===== src/rtl/ssev_pkg.sv =====
// ---------------------------------------------------------------------------
// ssev_pkg
// Shared types and constants of the sprite scanline evaluator.
// ---------------------------------------------------------------------------
package ssev_pkg;

  localparam int BYTE_W      = 8;
  localparam int ADDR_W      = 8;
  localparam int LANES       = 4;
  localparam int LANE_W      = 2;
  localparam int ROW_W       = 6;
  localparam int ROWS        = 64;
  localparam int MEM_BYTES   = 256;
  localparam int LINE_W      = 9;
  localparam int SLOT_W      = 3;
  localparam int COUNT_W     = 4;
  localparam int WIDE_IDX_W  = 9;

  localparam int SPRITE_ENTRIES_DEF = 64;
  localparam int MAX_SELECTED_DEF   = 8;

  localparam logic [BYTE_W-1:0] WINDOW_RESET = 8'd8;

  typedef enum logic {
    OP_WRITE = 1'b0,
    OP_EVAL  = 1'b1
  } ssev_op_t;

  typedef enum logic [1:0] {
    ST_IDLE,
    ST_WALK,
    ST_SUM
  } ssev_state_t;

endpackage


===== src/rtl/ssev_ram.sv =====
// ---------------------------------------------------------------------------
// ssev_ram
// Generic single-write, single-read RAM with registered read and read enable.
// ---------------------------------------------------------------------------
module ssev_ram #(
  parameter int WIDTH = 8,
  parameter int DEPTH = 64
) (
  input  logic                     clk,
  input  logic                     we,
  input  logic [$clog2(DEPTH)-1:0] waddr,
  input  logic [WIDTH-1:0]         wdata,
  input  logic                     re,
  input  logic [$clog2(DEPTH)-1:0] raddr,
  output logic [WIDTH-1:0]         rdata
);

  logic [WIDTH-1:0] mem [DEPTH];

  always_ff @(posedge clk) begin
    if (we) begin
      mem[waddr] <= wdata;
    end
    if (re) begin
      rdata <= mem[raddr];
    end
  end

endmodule


===== src/rtl/ssev_cmp.sv =====
// ---------------------------------------------------------------------------
// ssev_cmp
// Window compare unit: |Y - scanline| <= window, with zero Y skipped.
// ---------------------------------------------------------------------------
module ssev_cmp
  import ssev_pkg::*;
(
  input  logic [BYTE_W-1:0] sprite_y,
  input  logic [LINE_W-1:0] scan_line,
  input  logic [BYTE_W-1:0] window,
  output logic              hit
);

  logic [LINE_W-1:0] y_ext;
  logic [LINE_W-1:0] diff;

  always_comb begin
    y_ext = {1'b0, sprite_y};
    diff  = (y_ext >= scan_line) ? (y_ext - scan_line) : (scan_line - y_ext);
    hit   = (sprite_y != '0) && (diff <= {1'b0, window});
  end

endmodule


===== src/rtl/sprite_scanline_evaluator.sv =====
// ---------------------------------------------------------------------------
// sprite_scanline_evaluator
// Sprite attribute memory with a per-scanline sprite selection walk.
//
// Input channel (in_*): in_tuser selects the operation. A write item stores
// one byte of attribute memory and gives no result. An evaluate item walks
// SPRITE_ENTRIES four-byte entries, one entry per cycle through the window
// compare unit while the output does not stall. The walk stops early when
// one more than MAX_SELECTED entries match. in_tready is low while a walk
// is running.
// Result channel (out_*): one item per selected sprite, then a summary item
// with tuser and tlast high carrying count and overflow. Results come from
// an output register; a stalled receiver holds the walk on the entry that
// waits to be sent.
// Configuration: cfg_wr_en writes the match window, reset value 8.
// Reset: rst_n is synchronous, active low. Attribute memory reads as zero
// after reset through per-byte valid flops; no clearing pass is run.
// ---------------------------------------------------------------------------
module sprite_scanline_evaluator
  import ssev_pkg::*;
#(
  parameter int SPRITE_ENTRIES = SPRITE_ENTRIES_DEF,
  parameter int MAX_SELECTED   = MAX_SELECTED_DEF
) (
  input  logic        clk,
  input  logic        rst_n,
  input  logic        in_tvalid,
  output logic        in_tready,
  input  logic [31:0] in_tdata,   // oam_address[7:0], oam_data[15:8], scan_line[24:16]
  input  logic        in_tuser,   // operation
  output logic        out_tvalid,
  input  logic        out_tready,
  output logic [39:0] out_tdata,  // slot[2:0], sprite_y[10:3], sprite_tile[18:11],
                                  // sprite_attributes[26:19], sprite_x[34:27],
                                  // sprite_count[38:35], overflow[39]
  output logic        out_tuser,  // is_summary
  output logic        out_tlast,  // last
  input  logic        cfg_wr_en,
  input  logic [7:0]  cfg_wr_data
);

  localparam int CNT_W = $clog2(SPRITE_ENTRIES + 1);
  localparam int SEL_W = $clog2(MAX_SELECTED + 1);

  ssev_state_t state_r, state_nxt;

  logic [BYTE_W-1:0]    window_r;
  logic [LINE_W-1:0]    line_r, line_nxt;
  logic [CNT_W-1:0]     rd_idx_r, rd_idx_nxt;
  logic                 chk_vld_r, chk_vld_nxt;
  logic [SEL_W-1:0]     cnt_r, cnt_nxt;
  logic                 ovf_r, ovf_nxt;
  logic [MEM_BYTES-1:0] vld_r;
  logic [LANES-1:0]     vq_r;

  logic                 out_vld_r;
  logic [SLOT_W-1:0]    out_slot_r;
  logic [BYTE_W-1:0]    out_byte_r [LANES];
  logic                 out_sum_r;
  logic [COUNT_W-1:0]   out_cnt_r;
  logic                 out_ovf_r;

  logic [BYTE_W-1:0]    lane_q [LANES];
  logic [BYTE_W-1:0]    lane_m [LANES];
  logic                 rd_en;
  logic [WIDE_IDX_W-1:0] rd_wide;
  logic [ROW_W-1:0]     rd_row;
  logic                 wr_en;
  logic [ADDR_W-1:0]    wr_addr;
  logic [BYTE_W-1:0]    wr_data;
  logic                 cmp_hit;
  logic                 hit, room, more, out_free, stall;
  logic                 load_spr, load_sum;

  assign wr_addr = in_tdata[7:0];
  assign wr_data = in_tdata[15:8];
  assign rd_wide = WIDE_IDX_W'(rd_idx_r);
  assign rd_row  = rd_wide[ROW_W-1:0];

  for (genvar l = 0; l < LANES; l++) begin : g_lane
    ssev_ram #(
      .WIDTH(BYTE_W),
      .DEPTH(ROWS)
    ) u_ram (
      .clk  (clk),
      .we   (wr_en && (wr_addr[LANE_W-1:0] == LANE_W'(l))),
      .waddr(wr_addr[ADDR_W-1:LANE_W]),
      .wdata(wr_data),
      .re   (rd_en),
      .raddr(rd_row),
      .rdata(lane_q[l])
    );
    assign lane_m[l] = vq_r[l] ? lane_q[l] : '0;
  end

  ssev_cmp u_cmp (
    .sprite_y (lane_m[0]),
    .scan_line(line_r),
    .window   (window_r),
    .hit      (cmp_hit)
  );

  assign hit      = chk_vld_r && cmp_hit;
  assign room     = cnt_r < SEL_W'(MAX_SELECTED);
  assign more     = rd_idx_r < CNT_W'(SPRITE_ENTRIES);
  assign out_free = !out_vld_r || out_tready;
  assign stall    = hit && room && !out_free;

  always_comb begin
    state_nxt   = state_r;
    line_nxt    = line_r;
    rd_idx_nxt  = rd_idx_r;
    chk_vld_nxt = chk_vld_r;
    cnt_nxt     = cnt_r;
    ovf_nxt     = ovf_r;
    in_tready   = 1'b0;
    wr_en       = 1'b0;
    rd_en       = 1'b0;
    load_spr    = 1'b0;
    load_sum    = 1'b0;
    unique case (state_r)
      ST_IDLE: begin
        in_tready = 1'b1;
        if (in_tvalid) begin
          if (ssev_op_t'(in_tuser) == OP_WRITE) begin
            wr_en = 1'b1;
          end else begin
            line_nxt    = in_tdata[24:16];
            rd_idx_nxt  = '0;
            chk_vld_nxt = 1'b0;
            cnt_nxt     = '0;
            ovf_nxt     = 1'b0;
            state_nxt   = ST_WALK;
          end
        end
      end
      ST_WALK: begin
        if (hit && !room) begin
          ovf_nxt     = 1'b1;
          chk_vld_nxt = 1'b0;
          state_nxt   = ST_SUM;
        end else if (!stall) begin
          if (hit) begin
            load_spr = 1'b1;
            cnt_nxt  = cnt_r + 1'b1;
          end
          if (more) begin
            rd_en       = 1'b1;
            rd_idx_nxt  = rd_idx_r + 1'b1;
            chk_vld_nxt = 1'b1;
          end else begin
            chk_vld_nxt = 1'b0;
            state_nxt   = ST_SUM;
          end
        end
      end
      ST_SUM: begin
        if (out_free) begin
          load_sum  = 1'b1;
          state_nxt = ST_IDLE;
        end
      end
      default: begin
        state_nxt = ST_IDLE;
      end
    endcase
  end

  always_ff @(posedge clk) begin
    if (!rst_n) begin
      state_r   <= ST_IDLE;
      window_r  <= WINDOW_RESET;
      chk_vld_r <= 1'b0;
      cnt_r     <= '0;
      ovf_r     <= 1'b0;
      rd_idx_r  <= '0;
      vld_r     <= '0;
      out_vld_r <= 1'b0;
    end else begin
      state_r   <= state_nxt;
      chk_vld_r <= chk_vld_nxt;
      cnt_r     <= cnt_nxt;
      ovf_r     <= ovf_nxt;
      rd_idx_r  <= rd_idx_nxt;
      if (cfg_wr_en) begin
        window_r <= cfg_wr_data;
      end
      if (wr_en) begin
        vld_r[wr_addr] <= 1'b1;
      end
      if (load_spr || load_sum) begin
        out_vld_r <= 1'b1;
      end else if (out_tready) begin
        out_vld_r <= 1'b0;
      end
    end
  end

  always_ff @(posedge clk) begin
    line_r <= line_nxt;
    if (rd_en) begin
      for (int l = 0; l < LANES; l++) begin
        vq_r[l] <= vld_r[{rd_row, LANE_W'(l)}];
      end
    end
    if (load_spr) begin
      out_slot_r <= SLOT_W'(cnt_r);
      for (int l = 0; l < LANES; l++) begin
        out_byte_r[l] <= lane_m[l];
      end
      out_sum_r <= 1'b0;
      out_cnt_r <= '0;
      out_ovf_r <= 1'b0;
    end else if (load_sum) begin
      out_slot_r <= '0;
      for (int l = 0; l < LANES; l++) begin
        out_byte_r[l] <= '0;
      end
      out_sum_r <= 1'b1;
      out_cnt_r <= COUNT_W'(cnt_r);
      out_ovf_r <= ovf_r;
    end
  end

  assign out_tvalid = out_vld_r;
  assign out_tdata  = {out_ovf_r, out_cnt_r, out_byte_r[3], out_byte_r[2],
                       out_byte_r[1], out_byte_r[0], out_slot_r};
  assign out_tuser  = out_sum_r;
  assign out_tlast  = out_sum_r;

  a_cnt_bound: assert property (@(posedge clk) disable iff (!rst_n)
    cnt_r <= SEL_W'(MAX_SELECTED))
    else $error("selected count beyond limit");

  a_chk_walk: assert property (@(posedge clk) disable iff (!rst_n)
    chk_vld_r |-> state_r == ST_WALK)
    else $error("entry under check outside walk");

  a_ovf_full: assert property (@(posedge clk) disable iff (!rst_n)
    ovf_nxt && !ovf_r |-> !room)
    else $error("overflow flagged before list full");

  a_busy_no_in: assert property (@(posedge clk) disable iff (!rst_n)
    (state_r == ST_WALK) |-> !in_tready && !wr_en)
    else $error("item accepted during walk");

endmodule


===== config.mk =====
export PLATFORM = sky130hd
export DESIGN_NAME = sprite_scanline_evaluator
export DESIGN_NICKNAME = d
export VERILOG_FILES = /design/src/rtl/ssev_pkg.sv /design/src/rtl/ssev_ram.sv /design/src/rtl/ssev_cmp.sv /design/src/rtl/sprite_scanline_evaluator.sv
export SDC_FILE = /design/constraint.sdc
export NUM_CORES = 2
export LEC_CHECK = 0
export BUFFER_PORTS_ARGS = -buffer_cell sky130_fd_sc_hd__clkbuf_2
export CAP_MARGIN = 20
export CORE_MARGIN = 2
export CORE_UTILIZATION = 45
export CTS_CLUSTER_DIAMETER = 100
export DETAILED_ROUTE_END_ITERATION = 8
export SLEW_MARGIN = 20
export SYNTH_ARGS = -nofsm -noshare
export SYNTH_HDL_FRONTEND = slang
export SYNTH_SLANG_ARGS = --single-unit

===== constraint.sdc =====
create_clock -name clk -period 6.48 [get_ports clk]
set_input_delay 0.324 -clock clk [delete_from_list [all_inputs] [get_ports clk]]
set_output_delay 0.324 -clock clk [all_outputs]
set_load 0.005 [all_outputs]

# After elaboration in Yosys (flattened, before gate mapping)

Memories as Yosys holds them, arrays and structs flattened. A register that Yosys moved wholly into a read port is not among the register bits.
Cells that the tools add are included.

Memory bits (writable): 2080
Output and inout port bits: 44
ROM bits: 0
Logic and storage cells: 156
Bits in latches: 0
Flip-flop bits (word level): 302
Bits of input ports: 46
Memories kept: 5

Memory list:

| memory              | depth | bits a word | rd ports | clocked after memory_dff | write ports | line                            | text |
|---|---|---|---|---|---|---|---|
| g_lane[0].u_ram.mem | 64    | 8           | 1        | 1                        | 1           | ssev_ram.sv:18                  | `logic [WIDTH-1:0] mem [DEPTH];` |
| g_lane[1].u_ram.mem | 64    | 8           | 1        | 1                        | 1           | ssev_ram.sv:18                  |  |
| g_lane[2].u_ram.mem | 64    | 8           | 1        | 1                        | 1           | ssev_ram.sv:18                  |  |
| g_lane[3].u_ram.mem | 64    | 8           | 1        | 1                        | 1           | ssev_ram.sv:18                  |  |
| out_byte_r          | 4     | 8           | 4        | 0                        | 4           | sprite_scanline_evaluator.sv:58 | `logic [BYTE_W-1:0] out_byte_r [LANES];` |

Equality and inequality tests: 15
Bitwise logic cells: 5
Divide/modulo/power cells: 0
Order comparisons: 10
$add $sub $neg: 4
Muxes and demuxes: 76
Shift-type cells: 0
$mul: 0
Reduce and logical (&&, ||, !) cells: 27

Operators with widths:

| operator                                                           | number |
|---|---|
| OR 256 bit                                                         | 1 |
| two-way mux 8 bit                                                  | 8 |
| < comparator 8 x 9 -> 1 bit (second input constant)                | 5 |
| two-way mux 1 bit                                                  | 39 |
| two-way mux 7 bit                                                  | 5 |
| binary-select mux 1 bit (select 6 bit)                             | 4 |
| two-way mux 4 bit                                                  | 5 |
| inequality test 2 bit (second input constant)                      | 8 |
| one-hot mux 7 bit (2 select lines)                                 | 1 |
| two-way mux 2 bit                                                  | 6 |
| AND reduction 6 bit                                                | 2 |
| logical AND 1 bit                                                  | 10 |
| greater-or-equal comparator 8 x 9 -> 1 bit                         | 1 |
| <= comparator 9 x 8 -> 1 bit                                       | 1 |
| two-way mux 9 bit                                                  | 1 |
| subtractor 8 x 9 -> 9 bit                                          | 1 |
| subtractor 9 x 8 -> 9 bit                                          | 1 |
| demux 1 bit (select 8 bit)                                         | 1 |
| greater-or-equal comparator 8 x 1 -> 1 bit (second input constant) | 1 |
| one-hot mux 4 bit (2 select lines)                                 | 1 |
| AND reduction 4 bit                                                | 2 |
| nonzero test 8 bit                                                 | 1 |
| adder 7 x 1 -> 7 bit (second input constant)                       | 1 |
| < comparator 7 bit (second input constant)                         | 1 |
| 15 further kinds                                                   | 30 |

# Depth between registers and ports, before layout

Word-level depth: 14
Gate-level depth with buffers: 23
Depth with buffers taken out: 19

# Cells and area by module

A second synthesis with hierarchy kept.

Cell total of the unflattened synthesis: 5302
Area, all modules: 95360.2 µm²

Modules (own cells, without submodules):

| module                    | sequential area each (µm²) | area each (µm²) | instances | cells each |
|---|---|---|---|---|
| ssev_ram                  | 15615.0                    | 20246.9         | 4         | 940 |
| sprite_scanline_evaluator | 6926.6                     | 13355.3         | 1         | 1412 |
| ssev_cmp                  | 0.0                        | 1017.2          | 1         | 130 |

# Worst setup path after synthesis

Ideal clock, no wire load.

Kind: register to register
Start: reg vq_r[0]
End: reg g_lane[0].u_ram.rdata[0] (read register of g_lane[0].u_ram.mem) (enable)
Path slack: 890 ps
Required time: 6051 ps
Data arrival time: 5160 ps
Cell stages (with the launch flop): 21
Library setup time: 429 ps
Path buffers: 3
Clock period less this slack: 5590 ps
Cell sequence: edfxtp_1 clkbuf_1 nand2_1 inv_1 ha_1 clkbuf_1 nand4_1 o221a_2 o221a_2 clkbuf_1 a221oi_1 o21ai_0 xor2_1 ha_1 nand4_1 a21oi_1 o41ai_1 nand3_1 mux2i_1 nand2b_1 nor2_1

RTL lines:

| element                           | line                             | text |
|---|---|---|
| from (decl)                       | sprite_scanline_evaluator.sv:54  | `logic [LANES-1:0] vq_r;` |
| from (signal, indexed assignment) | sprite_scanline_evaluator.sv:203 | `vq_r[l] <= vld_r[{rd_row, LANE_W'(l)}];` |
| to (decl)                         | ssev_ram.sv:15                   | `output logic [WIDTH-1:0] rdata` |

==> results.cfg <==
[global_route]
track_usage = 0.207
grt_pass1_vias = 44000
antenna_found_initial = 17
gr-total-overflow = 0
grt_max_degree = 185
grt_pass1_wl_mm = 314

[sta]
period_share = 0.847
hold_viol = 0
clock_skew_ns = 0.0262
timing.final.ws_setup_ns = 0.989
drv_slew = 0
fmax_mhz = 182
worst_pin_slew_ns = 1.10
min_period_ns = 5.49
slew_headroom = 0.262
fin_tns_setup_ns = 0
rsz0062_at_grt = false
finalSetupViolCount = 0

[route]
finalWirelength_mm = 216
first_iter_violations = 4345
avgViaCountPerCell = 5.85
num_vias = 43500
drc = 0
ant_nets = 0
wl_per_cell_um = 29.1
firstDrtPassIters = 8

[clock_tree]
cts.sinks = 2414
cts_buffers = 235
htree_levels = 4
clockBufferDepth = 3
cts_hold_buf = 30
insertion_delay_ns = 0.87
path_clk_slew_ns = 0.06
clock-root-buffer = clkbuf_16
post-cts-setup-buffers = 0
cts-resized-gates = 0
cts_tree = done

[placed_design]
dpl.hpwl_mm = 127
gp_congestion = 0.783
placed_cell_area_um2 = 96500
io_buffers = 82
pre_cts_ws_ns = 0.959

[synth]
synth_ff_type = edfxtp_1
synth_edf_count = 2104
syn_nets = 4434
syn_area_per_cell_um2 = 21.3
synth_area_leader_cell = edfxtp_1
ys_seq_area_frac = 0.747
syn_area_um2 = 92900
ys_ff_latch = 2414
yosysTopAreaCellShare = 0.680
yosysUniqueCellTypes = 54
synthCells = 4360
netlist_top_cells_area = edfxtp_1, mux4_2, dfxtp_1
synthArstFlopShare = 0
ys.warnings.count = 0

[finish]
fin_area_um2 = 105000
syn2layout_area_growth_pct = 12.9
layout_common_cells = edfxtp_1, mux4_2, dfxtp_1
utilization = 0.512
drive_gt1_frac = 0.271
final_common_cell = edfxtp_1
n_fill_cell = 16100
nNetsFinal = 4607

[die]
num_rows = 166
core_area_um2 = 205000
start_util = 0.453
num_io_pins = 90
die_height_um = 458
die_w_um = 458
die_area_um2 = 210000

[run]
drv.max_cap_violation_count = 0

[worst_setup_path]
worst-setup-path-type = register to register
arrival_ns = 6.09
cp-start-kind = register
required_ns = 7.08
end_kind = register
worstPathMaxFanout = 19

[min_path]
hold_path.class = input port to register

[pwr]
p_leak_nw = 32.0
powerDensity_nw_per_um2 = 305
peakVddDrop_mv = 0.232

[status]
status = complete, no violations
[cell usage after synthesis (3+ instances only)]
| cell type | instances |
|---|---|
| a21o_1 | 7 |
| a21oi_1 | 33 |
| a31oi_1 | 3 |
| and2_1 | 6 |
| and3_1 | 12 |
| buf_1 | 31 |
| buf_2 | 50 |
| buf_4 | 12 |
| clkbuf_1 | 166 |
| dfxtp_1 | 310 |
| edfxtp_1 | 2104 |
| ha_1 | 26 |
| inv_1 | 34 |
| mux2_2 | 14 |
| mux2i_1 | 33 |
| mux4_2 | 744 |
| nand2_1 | 65 |
| nand2b_1 | 23 |
| nand3_1 | 36 |
| nand3b_1 | 5 |
| nand4_1 | 8 |
| nor2_1 | 283 |
| nor2b_1 | 18 |
| nor3_1 | 3 |
| nor4_1 | 4 |
| o211ai_1 | 5 |
| o21a_1 | 259 |
| o21ai_0 | 24 |
| o22ai_1 | 3 |
| o31ai_1 | 3 |
| xnor2_1 | 5 |
[flip-flops by register name, indices dropped and copies added, names as in the netlist, 2 cells and up]
register            cells
cnt_r                   4
g_lane.u_ram.mem     2048
g_lane.u_ram.rdata     32
line_r                  9
out_byte_r             32
out_cnt_r               4
out_slot_r              3
rd_idx_r                7
state_r                 2
vld_r                 256
vq_r                    4
window_r                8
[report_power, final]
group	internal, mW	switching, mW	leakage [nW]
Sequential	16.9	0.0238	21.4
Clock	7.94	5.79	3.82
Combinational	0.550	0.781	6.72
[path summary, 6_finish.rpt]
kind,from,end,slack (ns),cells past startpoint
max,vq_r[0],g_lane[3].u_ram.rdata[0],0.99,20
min,in_tdata[13],g_lane[1].u_ram.mem[52][5],0.05,1
max reg2reg,vq_r[0],g_lane[3].u_ram.rdata[0],0.99,20
min reg2reg,out_ovf_r,out_ovf_r,0.46,2
[layer usage]
layer / wire (um) / GRT usage / up-vias
met3: 13400 / 0.0362 / 261
met1: 92800 / 0.297 / 23500
met4: 4280 / 0.0479 / 0
li1: - / - / 18400
met5: 0 / 0 / -
met2: 106000 / 0.333 / 1390
[critical path, cell delays in order (launching register included)]
cell      delay (ns)
edfxtp_1        0.52
nand2_1         0.16
inv_1           0.08
ha_1            0.44
nand4_1         0.19
o221a_2         0.30
o221a_2         0.38
mux2i_1         0.19
a221oi_1        0.25
o21ai_0         0.13
xor2_1          0.15
ha_1            0.29
nand4_1         0.13
a21oi_1         0.06
o41ai_1         0.55
buf_4           0.25
nand3_1         0.07
mux2i_1         0.37
nand2b_1        0.29
nor2_4          0.17
buf_16          0.23
[cell type report]
type / count / area (um^2) / share of cell area
Clock buffer: 359 / 6830 / 0.0652
Clock inverter: 88 / 993 / 0.00948
Timing Repair Buffer: 197 / 1770 / 0.0169
Multi-Input combinational cell: 1651 / 22300 / 0.213
Sequential cell: 2414 / 69400 / 0.662
Antenna cell: 4 / 10.0 / 0.0000955
Inverter: 34 / 128 / 0.00122
Tap cell: 2688 / 3360 / 0.0321
[cell families (layout without fill, tap and decap cells)]
| group | Yosys count | in the layout | synth area share |
|---|---|---|---|
| buffers and inverters | 295 | 678 | 0.0132 |
| AOI/OAI and AO/OA | 355 | 355 | 0.0273 |
| other | 0 | 4 | 0 |
| DFF | 2414 | 2414 | 0.747 |
| xor gates and xnor gates | 7 | 7 | 0.000660 |
| and+or+nand+nor | 469 | 469 | 0.0219 |
| muxes | 792 | 792 | 0.186 |
| adders and majority gates | 28 | 28 | 0.00393 |
[through the flow]
stage | power (mW) | instances | hold slack [ns]
2_1_floorplan | 18.0 | 4360 | 0.423
3_5_place_dp | 18.6 | 6948 | 0.446
4_1_cts | 32.2 | 7425 | 0.0196
6_report | 32.0 | 7435 | 0.0460
5_1_grt | 32.9 | 7435 | 0.0553
3_3_place_gp | 18.6 | 6948 | 0.440
(Power assumes the default switching activity.)
